## config.mk

```make
export PLATFORM = sky130hd
export DESIGN_NAME = lisr_blend
export DESIGN_NICKNAME = d
export VERILOG_FILES = /design/src/hw/rtl/assert_macros.svh /design/src/hw/rtl/lisr_pkg.sv /design/src/hw/rtl/lisr_blend.sv
export SDC_FILE = /design/constraint.sdc
export NUM_CORES = 1
export LEC_CHECK = 0
export BUFFER_PORTS_ARGS = -buffer_cell sky130_fd_sc_hd__clkbuf_2
export CORE_MARGIN = 4
export CORE_UTILIZATION = 44
export CTS_CLUSTER_SIZE = 28
export DETAILED_ROUTE_END_ITERATION = 7
export PLACE_DENSITY = 0.62
export REMOVE_ABC_BUFFERS = 1
export SLEW_MARGIN = 20
export SYNTH_ARGS = -nofsm -noshare
export SYNTH_HDL_FRONTEND = slang
export SYNTH_SLANG_ARGS = --single-unit
```

## constraint.sdc

```tcl
create_clock -name clk_i -period 3.4 [get_ports clk_i]
set_input_delay 0.17 -clock clk_i [delete_from_list [all_inputs] [get_ports clk_i]]
set_output_delay 0.17 -clock clk_i [all_outputs]
set_load 0.1 [all_outputs]
```

## src/hw/rtl/assert_macros.svh

```systemverilog
// Assertion macros shared by the resampler RTL.
`ifndef ASSERT_MACROS_SVH
`define ASSERT_MACROS_SVH

// Same-cycle implication, checked outside reset.
`define LISR_ASSERT_NOW(name, clk, rst_n, ante, cons) \
  name: assert property (@(posedge clk) disable iff (!rst_n) (ante) |-> (cons)) \
    else $error("assertion failed");

// Next-cycle implication, checked outside reset.
`define LISR_ASSERT_NEXT(name, clk, rst_n, ante, cons) \
  name: assert property (@(posedge clk) disable iff (!rst_n) (ante) |=> (cons)) \
    else $error("assertion failed");

`endif

```

## src/hw/rtl/lisr_pkg.sv

```systemverilog
// Types and constants shared by the linear interpolation resampler.
package lisr_pkg;

  localparam int unsigned FRAC_BITS = 8;
  localparam int unsigned POS_W     = 25;
  localparam int unsigned CUR_W     = POS_W - FRAC_BITS;

  localparam logic [15:0] U8_SILENCE  = 16'h0080;
  localparam logic [15:0] S16_SILENCE = 16'h0000;

  localparam logic [2:0] CFG_STEP_SIZE     = 3'd0;
  localparam logic [2:0] CFG_FRAME_COUNT   = 3'd1;
  localparam logic [2:0] CFG_LOOP_ENABLE   = 3'd2;
  localparam logic [2:0] CFG_SAMPLE_FORMAT = 3'd3;
  localparam logic [2:0] CFG_STEREO_MODE   = 3'd4;

  typedef enum logic [1:0] {
    ACT_LOAD    = 2'd0,
    ACT_START   = 2'd1,
    ACT_PRODUCE = 2'd2
  } action_e;

  typedef struct packed {
    logic [15:0] step_size;
    logic [16:0] frame_count;
    logic        loop_enable;
    logic        sample_format;
    logic        stereo_mode;
  } cfg_t;

  // One produce request travelling alongside its store reads.
  typedef struct packed {
    logic                 valid;
    logic                 cur_ok;
    logic                 nxt_ok;
    logic [FRAC_BITS-1:0] frac;
    logic                 fin;
  } rd_req_t;

endpackage

```

## src/hw/rtl/lisr_blend.sv

```systemverilog
// Two-stage blend of current and next frame by the position fraction.
module lisr_blend import lisr_pkg::*; (
  input  logic        clk_i,
  input  logic        rst_ni,
  input  logic        adv_i,
  input  rd_req_t     req_i,
  input  logic [31:0] cur_data_i,
  input  logic [31:0] nxt_data_i,
  input  logic        sample_format_i,
  input  logic        stereo_mode_i,
  output logic        valid_o,
  output logic [15:0] left_o,
  output logic [15:0] right_o,
  output logic        fin_o
);

  function automatic logic signed [16:0] sample_ext(logic [15:0] raw, logic fmt);
    logic signed [16:0] v;
    if (fmt) begin
      v = {raw[15], raw};
    end else begin
      v = {9'b0, raw[7:0]};
    end
    return v;
  endfunction

  logic [15:0]        silence;
  logic [31:0]        c, n;
  logic signed [9:0]  w_cur, w_nxt;
  logic signed [26:0] p_lc, p_ln, p_rc, p_rn;
  logic signed [26:0] p_lc_q, p_ln_q, p_rc_q, p_rn_q;
  logic               s2_valid_q, s2_fin_q;
  logic signed [27:0] sum_l, sum_r;
  logic [15:0]        left_d, right_d;
  logic               valid_q, fin_q;
  logic [15:0]        left_q, right_q;

  assign silence = sample_format_i ? S16_SILENCE : U8_SILENCE;
  assign c       = req_i.cur_ok ? cur_data_i : {silence, silence};
  assign n       = req_i.nxt_ok ? nxt_data_i : {silence, silence};
  assign w_cur   = {1'b0, 9'd256 - {1'b0, req_i.frac}};
  assign w_nxt   = {2'b0, req_i.frac};

  assign p_lc = sample_ext(c[15:0],  sample_format_i) * w_cur;
  assign p_ln = sample_ext(n[15:0],  sample_format_i) * w_nxt;
  assign p_rc = sample_ext(c[31:16], sample_format_i) * w_cur;
  assign p_rn = sample_ext(n[31:16], sample_format_i) * w_nxt;

  // The shift right by the fraction width floors, so both formats take a slice.
  assign sum_l = {p_lc_q[26], p_lc_q} + {p_ln_q[26], p_ln_q};
  assign sum_r = {p_rc_q[26], p_rc_q} + {p_rn_q[26], p_rn_q};

  always_comb begin
    if (sample_format_i) begin
      left_d  = sum_l[23:8];
      right_d = sum_r[23:8];
    end else begin
      left_d  = {8'b0, sum_l[15:8]};
      right_d = {8'b0, sum_r[15:8]};
    end
    if (!stereo_mode_i) begin
      right_d = '0;
    end
  end

  always_ff @(posedge clk_i or negedge rst_ni) begin
    if (!rst_ni) begin
      s2_valid_q <= 1'b0;
      valid_q    <= 1'b0;
    end else if (adv_i) begin
      s2_valid_q <= req_i.valid;
      valid_q    <= s2_valid_q;
    end
  end

  always_ff @(posedge clk_i) begin
    if (adv_i) begin
      p_lc_q   <= p_lc;
      p_ln_q   <= p_ln;
      p_rc_q   <= p_rc;
      p_rn_q   <= p_rn;
      s2_fin_q <= req_i.fin;
      left_q   <= left_d;
      right_q  <= right_d;
      fin_q    <= s2_fin_q;
    end
  end

  assign valid_o = valid_q;
  assign left_o  = left_q;
  assign right_o = right_q;
  assign fin_o   = fin_q;

endmodule

```

==> results.txt <==
The first-pass iteration count of the detailed router is 7, and the number of buffers on the longest clock path is 2. Setup repair after global routing could not meet its margin everywhere. After floorplanning, the core was divided into 86 placement rows. The worst setup path is launched from an input pin. The share of the Yosys chip area taken by registers is 15.9%. VDD sags by at most 982 µV. The tools report the kind of capture point of the worst setup path as a flip-flop.

The most repeated library cell on the critical path was inv_1. TritonCTS built the clock tree. Clock-pin slew was measured on the worst setup and hold paths at 0.06 ns.

Headroom to the max-slew limit came out at 37.3%. Based on the critical path, the design can be clocked at up to 183 MHz. After synthesis the netlist holds a flip-flop and latch count of 132. After detailed placement, the total cell area comes to 29400 µm². The area share of the leading cell type in the synthesized netlist is 34.6%. The time the worst path needs with I/O delays and setup is 5.46 ns. The max-slew violation count came out at 0. The initial utilization of the core area, before any placement, comes to 44.9%.

The worst endpoint required time came out at 3.64 ns. The run gives 0 as the initial antenna violation count. The count of warnings emitted by yosys is 0. Synthesis produced a netlist whose cell count is 2654. The count of clock tree sinks came out at 132. The slowest stage of the critical path belongs to the cell fa_1. Across the routed clock network, the largest skew measured is 0.0124 ns. Top fanout value on the critical path: 6. The via count of the first global-routing pass was 22300. The analysis attributes to cell leakage a power of 17.2 nW. The clock network fraction of design power was 11.4%. DRC violation total after the first TritonRoute iteration: 1132.

Relative to the synthesized area, the layout overhead comes to 34.2%. The final-report setup violation count is 72. The total grt overflow came out at 0. The run finished, with violations left.

The share of total power dissipated in sequential elements is 18.3%. The fraction of synthesis flops using an asynchronous set or reset pin is 1.52%, and the arrival time at the worst endpoint is 5.70 ns. Entering global routing, the biggest net connects 73 pins. The average wire per cell in the routed design is 17.6 µm. The critical path contains buffers and inverters numbering 8 combined. Dominant cell by count in the synthesized netlist: inv_1. By area the synthesized netlist is led by fa_1 (35%), edfxtp_1 (16%), ha_1 (12%).

Count of flip-flops with a built-in enable after synthesis: 130. For the count of pins on the block boundary, the log shows 115. The finished cells cover 33400 µm².

The number of hold violations in the final report came out at 0. The dominant cell type by area after synthesis is fa_1. The die covers 60500 µm². For the pin with the worst max-slew slack, the measured transition is 0.940 ns. Net switching is 45.8% of the power. The total power divided by cell area is 472 nW/µm², and the period utilization is 161%. Counting instances in the post-synthesis netlist gives the leading cell types as inv_1 (552), fa_1 (430), ha_1 (243). The cell type group with the largest total delay on the critical path is adder cells.

Core outline area: 55500 µm². The die is 246 µm tall. The worst setup path is of the input pin to flip-flop kind. The minimum setup slack in the final design is -2.06 ns. Detailed placement ended at an HPWL of 55200 µm. The net switching power figure is 0.00724 W.

Clock tree synthesis inserted a total of 17 buffers. The net count of the finished layout is 3990. In the routed layout, each cell is associated on average with a via count of 5.19. The layout cell share with drive strength beyond 1 is 31.7%, and the wire length of the first global-routing pass is 113000 µm.

Worst hold path class: input pin to asynchronous set/reset pin. Clock tree synthesis selected as its root buffer the cell clkbuf_16. The die is 246 µm wide.

In this run the mean area of a mapped cell was 9.38 µm². On the worst path, the slowest cell contributes a delay of 0.50 ns. The checks that failed: negative setup slack. The final layout contains routed wiring with a total length of 70200 µm. Across the run, the number of max-cap violations was 0.

Distinct cell type count after synthesis: 73. The commonest register cell after synthesis is edfxtp_1. The count of nets left with antenna violations once routing finished came out at 0. The quantity of I/O buffers inserted on ports works out to 114.

The weighted congestion at the end of routability-driven global placement was 0.899. Global routing used 23.3% of the available tracks. Internal power comes to 0.00856 W. Summing every instance area after synthesis gives 24900 µm².

The combinational share of power was 70.3%. For the clock latency reported for the late side of the worst-skew pair, the log shows 0.44 ns. The logs give 4 for the CTS H-tree depth and -2.86 ns for the setup slack at placement.

After detailed routing, the number of remaining DRC violations is 0. Summing over every cut layer, the via total after detailed routing is 20700.
[sequential cells by signal, indices dropped and copies added (netlist names)]
register,flops
left_o,16
right_o,16
valid_o,1
s2_fin_q,1
fin_o,1
s2_valid_q,1
p_lc_q,24
p_rc_q,24
p_rn_q,24
p_ln_q,24
[area by class of cell]
cell class | count | area [µm²]
diodes | 1 | 2.50
clock buffers | 17 | 425
clock inverters | 15 | 156
fillers | 4643 | 22100
inverters | 552 | 2090
multi-input cells | 1871 | 20400
flip-flops and latches | 132 | 3950
well taps | 748 | 936
repair buffers | 662 | 5490
[cell usage in the layout, fill, tap and decap left out, types with 35 or more instances in the layout]
master,n
and3_1,164
edfxtp_1,130
xnor2_1,87
ha_4,43
a21o_1,35
nor2_1,176
nand3_1,113
inv_2,39
ha_1,193
nand2_1,158
buf_4,441
buf_6,70
inv_1,511
a21oi_1,41
fa_1,405
clkbuf_2,108
[logic make-up after synthesis]
| logic type | count (synthesis) | share of synthesized area [%] |
|---|---|---|
| muxes | 5 | 0.211 |
| AOI/OAI and AO/OA | 254 | 6.79 |
| buffers and inverters | 651 | 9.86 |
| and+or+nand+nor | 807 | 15.8 |
| adders and majority gates | 673 | 46.8 |
| DFF | 132 | 15.9 |
| xor gates and xnor gates | 132 | 4.67 |
[timing repair]
| action | in CTS | in global routing |
|---|---|---|
| resized for setup | 323 | 228 |
| pin swaps | 139 | 173 |
| cloned | 8 | 4 |
| buffers inserted | 57 | 59 |
| endpoints found under the setup margin | 78 | 76 |
| hold endpoints to repair | 4 | 0 |
| hold buffers | 3 | 0 |
[path summary, 6_finish.rpt]
kind                         endpoint  cells past startpoint           from  slack, ns
max                        p_rc_q[18]                     27       req_i[1]      -2.06
max reg2reg                left_o[15]                      9      p_ln_q[7]       0.46
min reg2reg                     fin_o                      0       s2_fin_q       0.43
min in group clk_i         right_o[3]                      2  stereo_mode_i       0.15
max in group asynchronous     valid_o                      2         rst_ni       3.25
min                        s2_valid_q                      2         rst_ni       0.06
[metrics by stage]
stage / std cells / hold slack [ns] / power [W] / TNS (ns) / util, %
2_1_floorplan: 2555 / -0.126 / 0.00905 / -175.13 / -
3_3_place_gp: 3855 / -0.0462 / 0.0120 / -148.68 / 52.9
3_5_place_dp: 3855 / -0.0415 / 0.0122 / -155.10 / 52.9
4_1_cts: 3944 / 0.0346 / 0.0152 / -88.68 / 57.8
5_1_grt: 3997 / 0.0383 / 0.0170 / -101.76 / 60.2
6_report: 3998 / 0.0554 / 0.0158 / -91.67 / 60.2
[routing by layer]
metal | track usage (%) | vias up | wire length (µm)
met5 | 0 | - | 0
met4 | 6.16 | 0 | 2020
met3 | 2.70 | 116 | 2760
met2 | 41.9 | 481 | 36600
met1 | 29.8 | 10500 | 28900
li1 | - | 9665 | -
[power by group through the flow]
stage	clock network (W)	logic (W)	registers, W
final	0.00180	0.0111	0.00288
after global routing	0.00192	0.0122	0.00293
after CTS	0.00183	0.0104	0.00290
after detailed placement	0	0.00926	0.00292
after global placement	0	0.00904	0.00292
after floorplan	0	0.00513	0.00391
(Power assumes the default switching activity.)
