===== config.mk =====
export PLATFORM = sky130hd
export DESIGN_NAME = lisr_ctrl
export DESIGN_NICKNAME = d
export VERILOG_FILES = /design/src/hw/rtl/assert_macros.svh /design/src/hw/rtl/lisr_pkg.sv /design/src/hw/rtl/lisr_ctrl.sv
export SDC_FILE = /design/constraint.sdc
export NUM_CORES = 1
export LEC_CHECK = 0
export BUFFER_PORTS_ARGS = -buffer_cell sky130_fd_sc_hd__buf_2
export CORE_UTILIZATION = 35
export CTS_CLUSTER_SIZE = 12
export DETAILED_ROUTE_END_ITERATION = 6
export GPL_ROUTABILITY_DRIVEN = 0
export GPL_TIMING_DRIVEN = 0
export PLACE_DENSITY_LB_ADDON = 0.05
export SLEW_MARGIN = 20
export SYNTH_ARGS = -nofsm -noshare
export SYNTH_HDL_FRONTEND = slang
export SYNTH_SLANG_ARGS = --single-unit

===== constraint.sdc =====
create_clock -name clk_i -period 5 [get_ports clk_i]
set_input_delay 1.25 -clock clk_i [delete_from_list [all_inputs] [get_ports clk_i]]
set_output_delay 1.25 -clock clk_i [all_outputs]
set_load 0.03 [all_outputs]

===== src/hw/rtl/assert_macros.svh =====
// Assertion macros shared by the resampler RTL.
`ifndef ASSERT_MACROS_SVH
`define ASSERT_MACROS_SVH

// Same-cycle implication, checked outside reset.
`define LISR_ASSERT_NOW(name, clk, rst_n, ante, cons) \
  name: assert property (@(posedge clk) disable iff (!rst_n) (ante) |-> (cons)) \
    else $error("assertion failed");

// Next-cycle implication, checked outside reset.
`define LISR_ASSERT_NEXT(name, clk, rst_n, ante, cons) \
  name: assert property (@(posedge clk) disable iff (!rst_n) (ante) |=> (cons)) \
    else $error("assertion failed");

`endif


===== src/hw/rtl/lisr_pkg.sv =====
// Types and constants shared by the linear interpolation resampler.
package lisr_pkg;

  localparam int unsigned FRAC_BITS = 8;
  localparam int unsigned POS_W     = 25;
  localparam int unsigned CUR_W     = POS_W - FRAC_BITS;

  localparam logic [15:0] U8_SILENCE  = 16'h0080;
  localparam logic [15:0] S16_SILENCE = 16'h0000;

  localparam logic [2:0] CFG_STEP_SIZE     = 3'd0;
  localparam logic [2:0] CFG_FRAME_COUNT   = 3'd1;
  localparam logic [2:0] CFG_LOOP_ENABLE   = 3'd2;
  localparam logic [2:0] CFG_SAMPLE_FORMAT = 3'd3;
  localparam logic [2:0] CFG_STEREO_MODE   = 3'd4;

  typedef enum logic [1:0] {
    ACT_LOAD    = 2'd0,
    ACT_START   = 2'd1,
    ACT_PRODUCE = 2'd2
  } action_e;

  typedef struct packed {
    logic [15:0] step_size;
    logic [16:0] frame_count;
    logic        loop_enable;
    logic        sample_format;
    logic        stereo_mode;
  } cfg_t;

  // One produce request travelling alongside its store reads.
  typedef struct packed {
    logic                 valid;
    logic                 cur_ok;
    logic                 nxt_ok;
    logic [FRAC_BITS-1:0] frac;
    logic                 fin;
  } rd_req_t;

endpackage


===== src/hw/rtl/lisr_ctrl.sv =====
// Play position, finished flag and store addressing for each request.
module lisr_ctrl import lisr_pkg::*; #(
  parameter int unsigned MAX_FRAMES = 65536,
  parameter int unsigned AW         = 16
) (
  input  logic          clk_i,
  input  logic          rst_ni,
  input  logic          adv_i,
  input  logic          fire_i,
  input  action_e       action_i,
  input  logic [15:0]   frame_index_i,
  input  cfg_t          cfg_i,
  output logic          we_o,
  output logic [AW-1:0] waddr_o,
  output logic [AW-1:0] raddr_cur_o,
  output logic [AW-1:0] raddr_nxt_o,
  output rd_req_t       req_o,
  output logic          done_o
);

  logic [POS_W-1:0]     pos_q, pos_d;
  logic                 done_q, done_d;
  rd_req_t              req_q, req_d;
  logic [16:0]          fc_sat;
  logic [16:0]          frames;
  logic [POS_W-1:0]     pos_end;
  logic [POS_W-1:0]     pos_last;
  logic [POS_W-1:0]     pos_sum;
  logic [CUR_W-1:0]     cur;
  logic [CUR_W:0]       nxt;
  logic [31:0]          cur32, nxt32, idx32;
  logic                 cur_ok, nxt_ok;

  always_comb begin
    priority if (cfg_i.frame_count == 17'd0) begin
      fc_sat = 17'd1;
    end else if (cfg_i.frame_count > 17'd65536) begin
      fc_sat = 17'd65536;
    end else begin
      fc_sat = cfg_i.frame_count;
    end
    frames   = (32'(fc_sat) > 32'(MAX_FRAMES)) ? 17'(MAX_FRAMES) : fc_sat;
    pos_end  = {frames, {FRAC_BITS{1'b0}}};
    pos_last = {frames - 17'd1, {FRAC_BITS{1'b0}}};
  end

  assign cur     = pos_q[POS_W-1:FRAC_BITS];
  assign nxt     = {1'b0, cur} + {{CUR_W{1'b0}}, 1'b1};
  assign cur32   = 32'(cur);
  assign nxt32   = 32'(nxt);
  assign idx32   = 32'(frame_index_i);
  assign cur_ok  = cur32 < 32'(MAX_FRAMES);
  // The next frame exists only inside the sound and inside the store.
  assign nxt_ok  = (pos_q < pos_last) && (nxt32 < 32'(MAX_FRAMES));
  assign pos_sum = pos_q + POS_W'(cfg_i.step_size);

  always_comb begin
    pos_d  = pos_q;
    done_d = done_q;
    req_d  = '0;
    we_o   = 1'b0;
    if (fire_i) begin
      unique case (action_i)
        ACT_LOAD: begin
          we_o = idx32 < 32'(MAX_FRAMES);
        end
        ACT_START: begin
          pos_d  = '0;
          done_d = 1'b0;
        end
        ACT_PRODUCE: begin
          if (!done_q) begin
            req_d.valid  = 1'b1;
            req_d.cur_ok = cur_ok;
            req_d.nxt_ok = nxt_ok;
            req_d.frac   = pos_q[FRAC_BITS-1:0];
            pos_d        = pos_sum;
            if (pos_sum >= pos_end) begin
              if (cfg_i.loop_enable) begin
                pos_d = '0;
              end else begin
                done_d    = 1'b1;
                req_d.fin = 1'b1;
              end
            end
          end
        end
        default: begin
        end
      endcase
    end
  end

  always_ff @(posedge clk_i or negedge rst_ni) begin
    if (!rst_ni) begin
      pos_q  <= '0;
      done_q <= 1'b0;
      req_q  <= '0;
    end else begin
      pos_q  <= pos_d;
      done_q <= done_d;
      if (adv_i) begin
        req_q <= req_d;
      end
    end
  end

  assign waddr_o     = idx32[AW-1:0];
  assign raddr_cur_o = cur32[AW-1:0];
  assign raddr_nxt_o = nxt32[AW-1:0];
  assign req_o       = req_q;
  assign done_o      = done_q;

endmodule


==> results.md <==
- Post-DP HPWL: 10080 um
- Power Density: 458.0 nW/um^2
- CP Cell Sequence: buf_2, ha_1, or3_4, a311oi_4, or3b_4, a21oi_4, a22o_1, xor2_1, ha_1, nand4_1, nor4_4, nand3_2, nor3_4, nand4_1, buf_4, buf_6, buf_8, a31oi_1, a31oi_1
- Vias per std cell: 5.455
- Largest clock skew in the final design: 0.004775 ns
- Number of nets in the synthesized netlist: 630
- RSZ-0062 raised after global routing: true
- Async set-or-reset flop fraction in the synthesized netlist: 1.000
- Top cells by area in the synthesized netlist: dfrtp_1 (22%), ha_1 (16%), buf_4 (6.2%)
- Tightest Pin Transition: 0.9091 ns
- Share of final-layout standard cells stronger than drive strength 1: 0.3178
- Largest net degree at the start of global routing: 39
- Warnings, synthesis: 0
- Area added between synthesis and finish: 29.17%
- Top Ports: 120
- Relative slew slack: 0.3939
- Area of the core: 11610 um^2
- First-pass DRT Iterations: 7
- Time the final worst path needs with I/O delays and setup: 4.784 ns
- Total Die Area: 12570 um^2
- Cell area after synthesis: 4243 um^2
- Inserted Clock Buffers: 5
- Cell with the biggest individual delay on the critical path: or3_4
- Worst min-delay path class: reg -> reg
- Root Buffer: clkbuf_16
- Number of global-route vias before repair: 4147
- Die X-Extent: 112.1 um
- Register Area: 950.9 um^2
- Max-slew violation count: 0
- Wire length of the first global-routing pass: 20620 um
- Maximum Capacitance Violations: 0
- Number of flops mapped to enable cells by yosys: 0
- # setup viols final: 0
- Crit path largest cell delay: 0.40 ns
- Layout Cells excl Fill: 785
- Area of the multi-input gates: 3110 um^2
- Flip-flop and latch count after synthesis: 38
- Routed wire length: 12840 um
- Post-Layout Inst Area: 5480 um^2
- Total overflow reported by the global router: 0
- Final period utilization: 0.9567
- Initial DRC count: 285
- Net total in the final layout: 754
- Main synth FF type: dfrtp_1
- Portion of the post-synthesis area used by sequential elements: 0.2241
- Initial core utilization: 0.3653
- Worst-skew pair later-pin latency: 0.28 ns
- Clock buffer depth: 2
- Highest net fanout along the worst path: 6
- Antenna Violating Nets Remaining: 0
- Arrival time at the worst endpoint: 4.94 ns
- Post-route total power: 2.510 mW
- H-tree level count: 2
- Endpoints failing hold: 0
- Average size of a mapped cell: 8.207 um^2
- Most frequent standard cell in the layout excluding fill and tap cells: buf_2
- Hold bufs inserted after CTS: 0
- Cell Rows: 39
- Number of antenna violations at the first check in global routing: 0
- Most used cells in the layout excluding fill and tap cells: buf_2 (102), nand2_1 (50), ha_1 (49)
- GRT Util Overall: 0.2038
- Run status: finished, violations left
- Number of design rule violations left after detail routing: 9
- Number of sinks on the clock net: 38
- Count of cell types in the netlist: 63
- Antenna diode instance count: 0
- Largest area contributor in the netlist: dfrtp_1
- Leakage: 2.676 nW
- Startpoint-to-endpoint class of the critical path: in -> reg
- Clk pin slew, worst setup/hold paths: 0.06 ns
- Post-placement cell area: 4927 um^2
- Filler Cells Inserted: 1189
- Total negative slack: 0 ns
- Vertical extent of the die: 112.1 um
- CTS tree: built
- Highest ir drop seen on vdd: 0.2539 mV
- Synth top area share: 0.2241
- Placed Cells incl. Taps: 761
- Violated checks: design-rule violations
- Kind of end point of the critical path: flop
- Max Fclk: 209.0 MHz
- Cells after synthesis: 517
- PortBufs: 101
- Count of vias placed by the detailed router: 4282
- WL/cell: 16.35 um
- Worst endpoint required time: 5.15 ns
- Kind of start point of the critical path: input port
[report_power, final]
part / switching, mW / internal, mW
sequential: 0.142 / 0.381
clock: 0.126 / 0.236
combinational: 0.942 / 0.683
total: 1.21 / 1.30
[cells in the mapped netlist, drive strengths merged (2+ instances only)]
cell / instances
o21bai: 2
o2bb2ai: 2
nand3b: 9
mux2i: 2
a22o: 13
clkbuf: 10
nand2: 52
a211oi: 2
o21a: 5
nor3: 10
or4: 2
ha: 54
o21ai: 30
o22a: 2
nand3: 20
a21oi: 37
o32ai: 3
nor4: 6
nand4: 6
xnor2: 19
a311oi: 2
inv: 20
o211ai: 2
and2: 9
and3: 10
nor2b: 6
dfrtp: 38
nand2b: 3
a21o: 9
buf: 38
o22ai: 4
xor2: 21
a31oi: 20
or2: 3
nor2: 24
or3: 7
[stage by stage]
| step | setup slack (ns) | hold slack (ns) | util |
|---|---|---|---|
| floorplan | 0.1880 | 0.4752 | - |
| global placement | -1.017 | 0.5056 | 0.4243 |
| detailed placement | -0.9929 | 0.5094 | 0.4243 |
| CTS | 0.0001879 | 0.5227 | 0.4465 |
| global route | -0.02680 | 0.5461 | 0.4719 |
| finish | 0.2164 | 0.5153 | 0.4719 |
[routing by layer]
metal  vias up  track usage  part of all wire
li1       2103            -                 -
met1      2047       0.2669              0.46
met2       117       0.3536              0.48
met3        15      0.02970             0.044
met4         0      0.04800             0.014
met5         -            0                 0
[timing repair]
action / in CTS / in global routing
gates resized for setup: 16 / 42
endpoints found under the setup margin: 28 / 26
setup buffers: 3 / 11
cloned: 0 / 2
pin swaps: 4 / 23
[final cells by class]
class	instances	share of cell area
clock inverter	1	0.005479
sequential	38	0.1735
timing repair buffer	117	0.1194
clock buffer	7	0.02420
tap	143	0.03265
inverter	21	0.01438
buffer	48	0.06279
multi-input combinational	410	0.5676
[flip-flops by register name (all words and copies together), names as in the netlist]
register / cells
pos_q: 25
done_o: 1
req_o: 12
[cells by family after synthesis]
family                   share of synthesized area
AND/OR/NAND/NOR                             0.2053
buffers and inverters                      0.09437
flip-flops                                  0.2241
XOR/XNOR                                   0.08257
multiplexers                              0.004719
AO/OA/AOI/OAI                               0.2250
adder cells (fa/ha/maj)                     0.1640
[final timing paths]
check	startpoint	to	slack [ns]	cells past startpoint
worst min register to register	done_o$_DFFE_PN0P_	done_o$_DFFE_PN0P_	0.52	1
worst max register to register	pos_q[10]$_DFFE_PN0P_	pos_q[23]$_DFFE_PN0P_	0.73	18
max in group asynchronous	rst_ni	pos_q[8]$_DFFE_PN0P_	3.33	1
worst min-delay path	done_o$_DFFE_PN0P_	done_o$_DFFE_PN0P_	0.52	1
worst max-delay path	cfg_i[25]	pos_q[23]$_DFFE_PN0P_	0.22	19
min in group asynchronous	rst_ni	req_o[7]$_DFFE_PN0P_	1.10	1
[critical path, delay by kind of cell]
| family | cells | cell delay [ns] |
|---|---|---|
| adders and majority gates | 2 | 0.56 |
| xor gates and xnor gates | 1 | 0.15 |
| buffers and inverters | 4 | 0.52 |
| AOI/OAI and AO/OA | 5 | 0.79 |
| and+or+nand+nor | 7 | 1.64 |
Note: power is estimated with default switching activity, not from simulation.
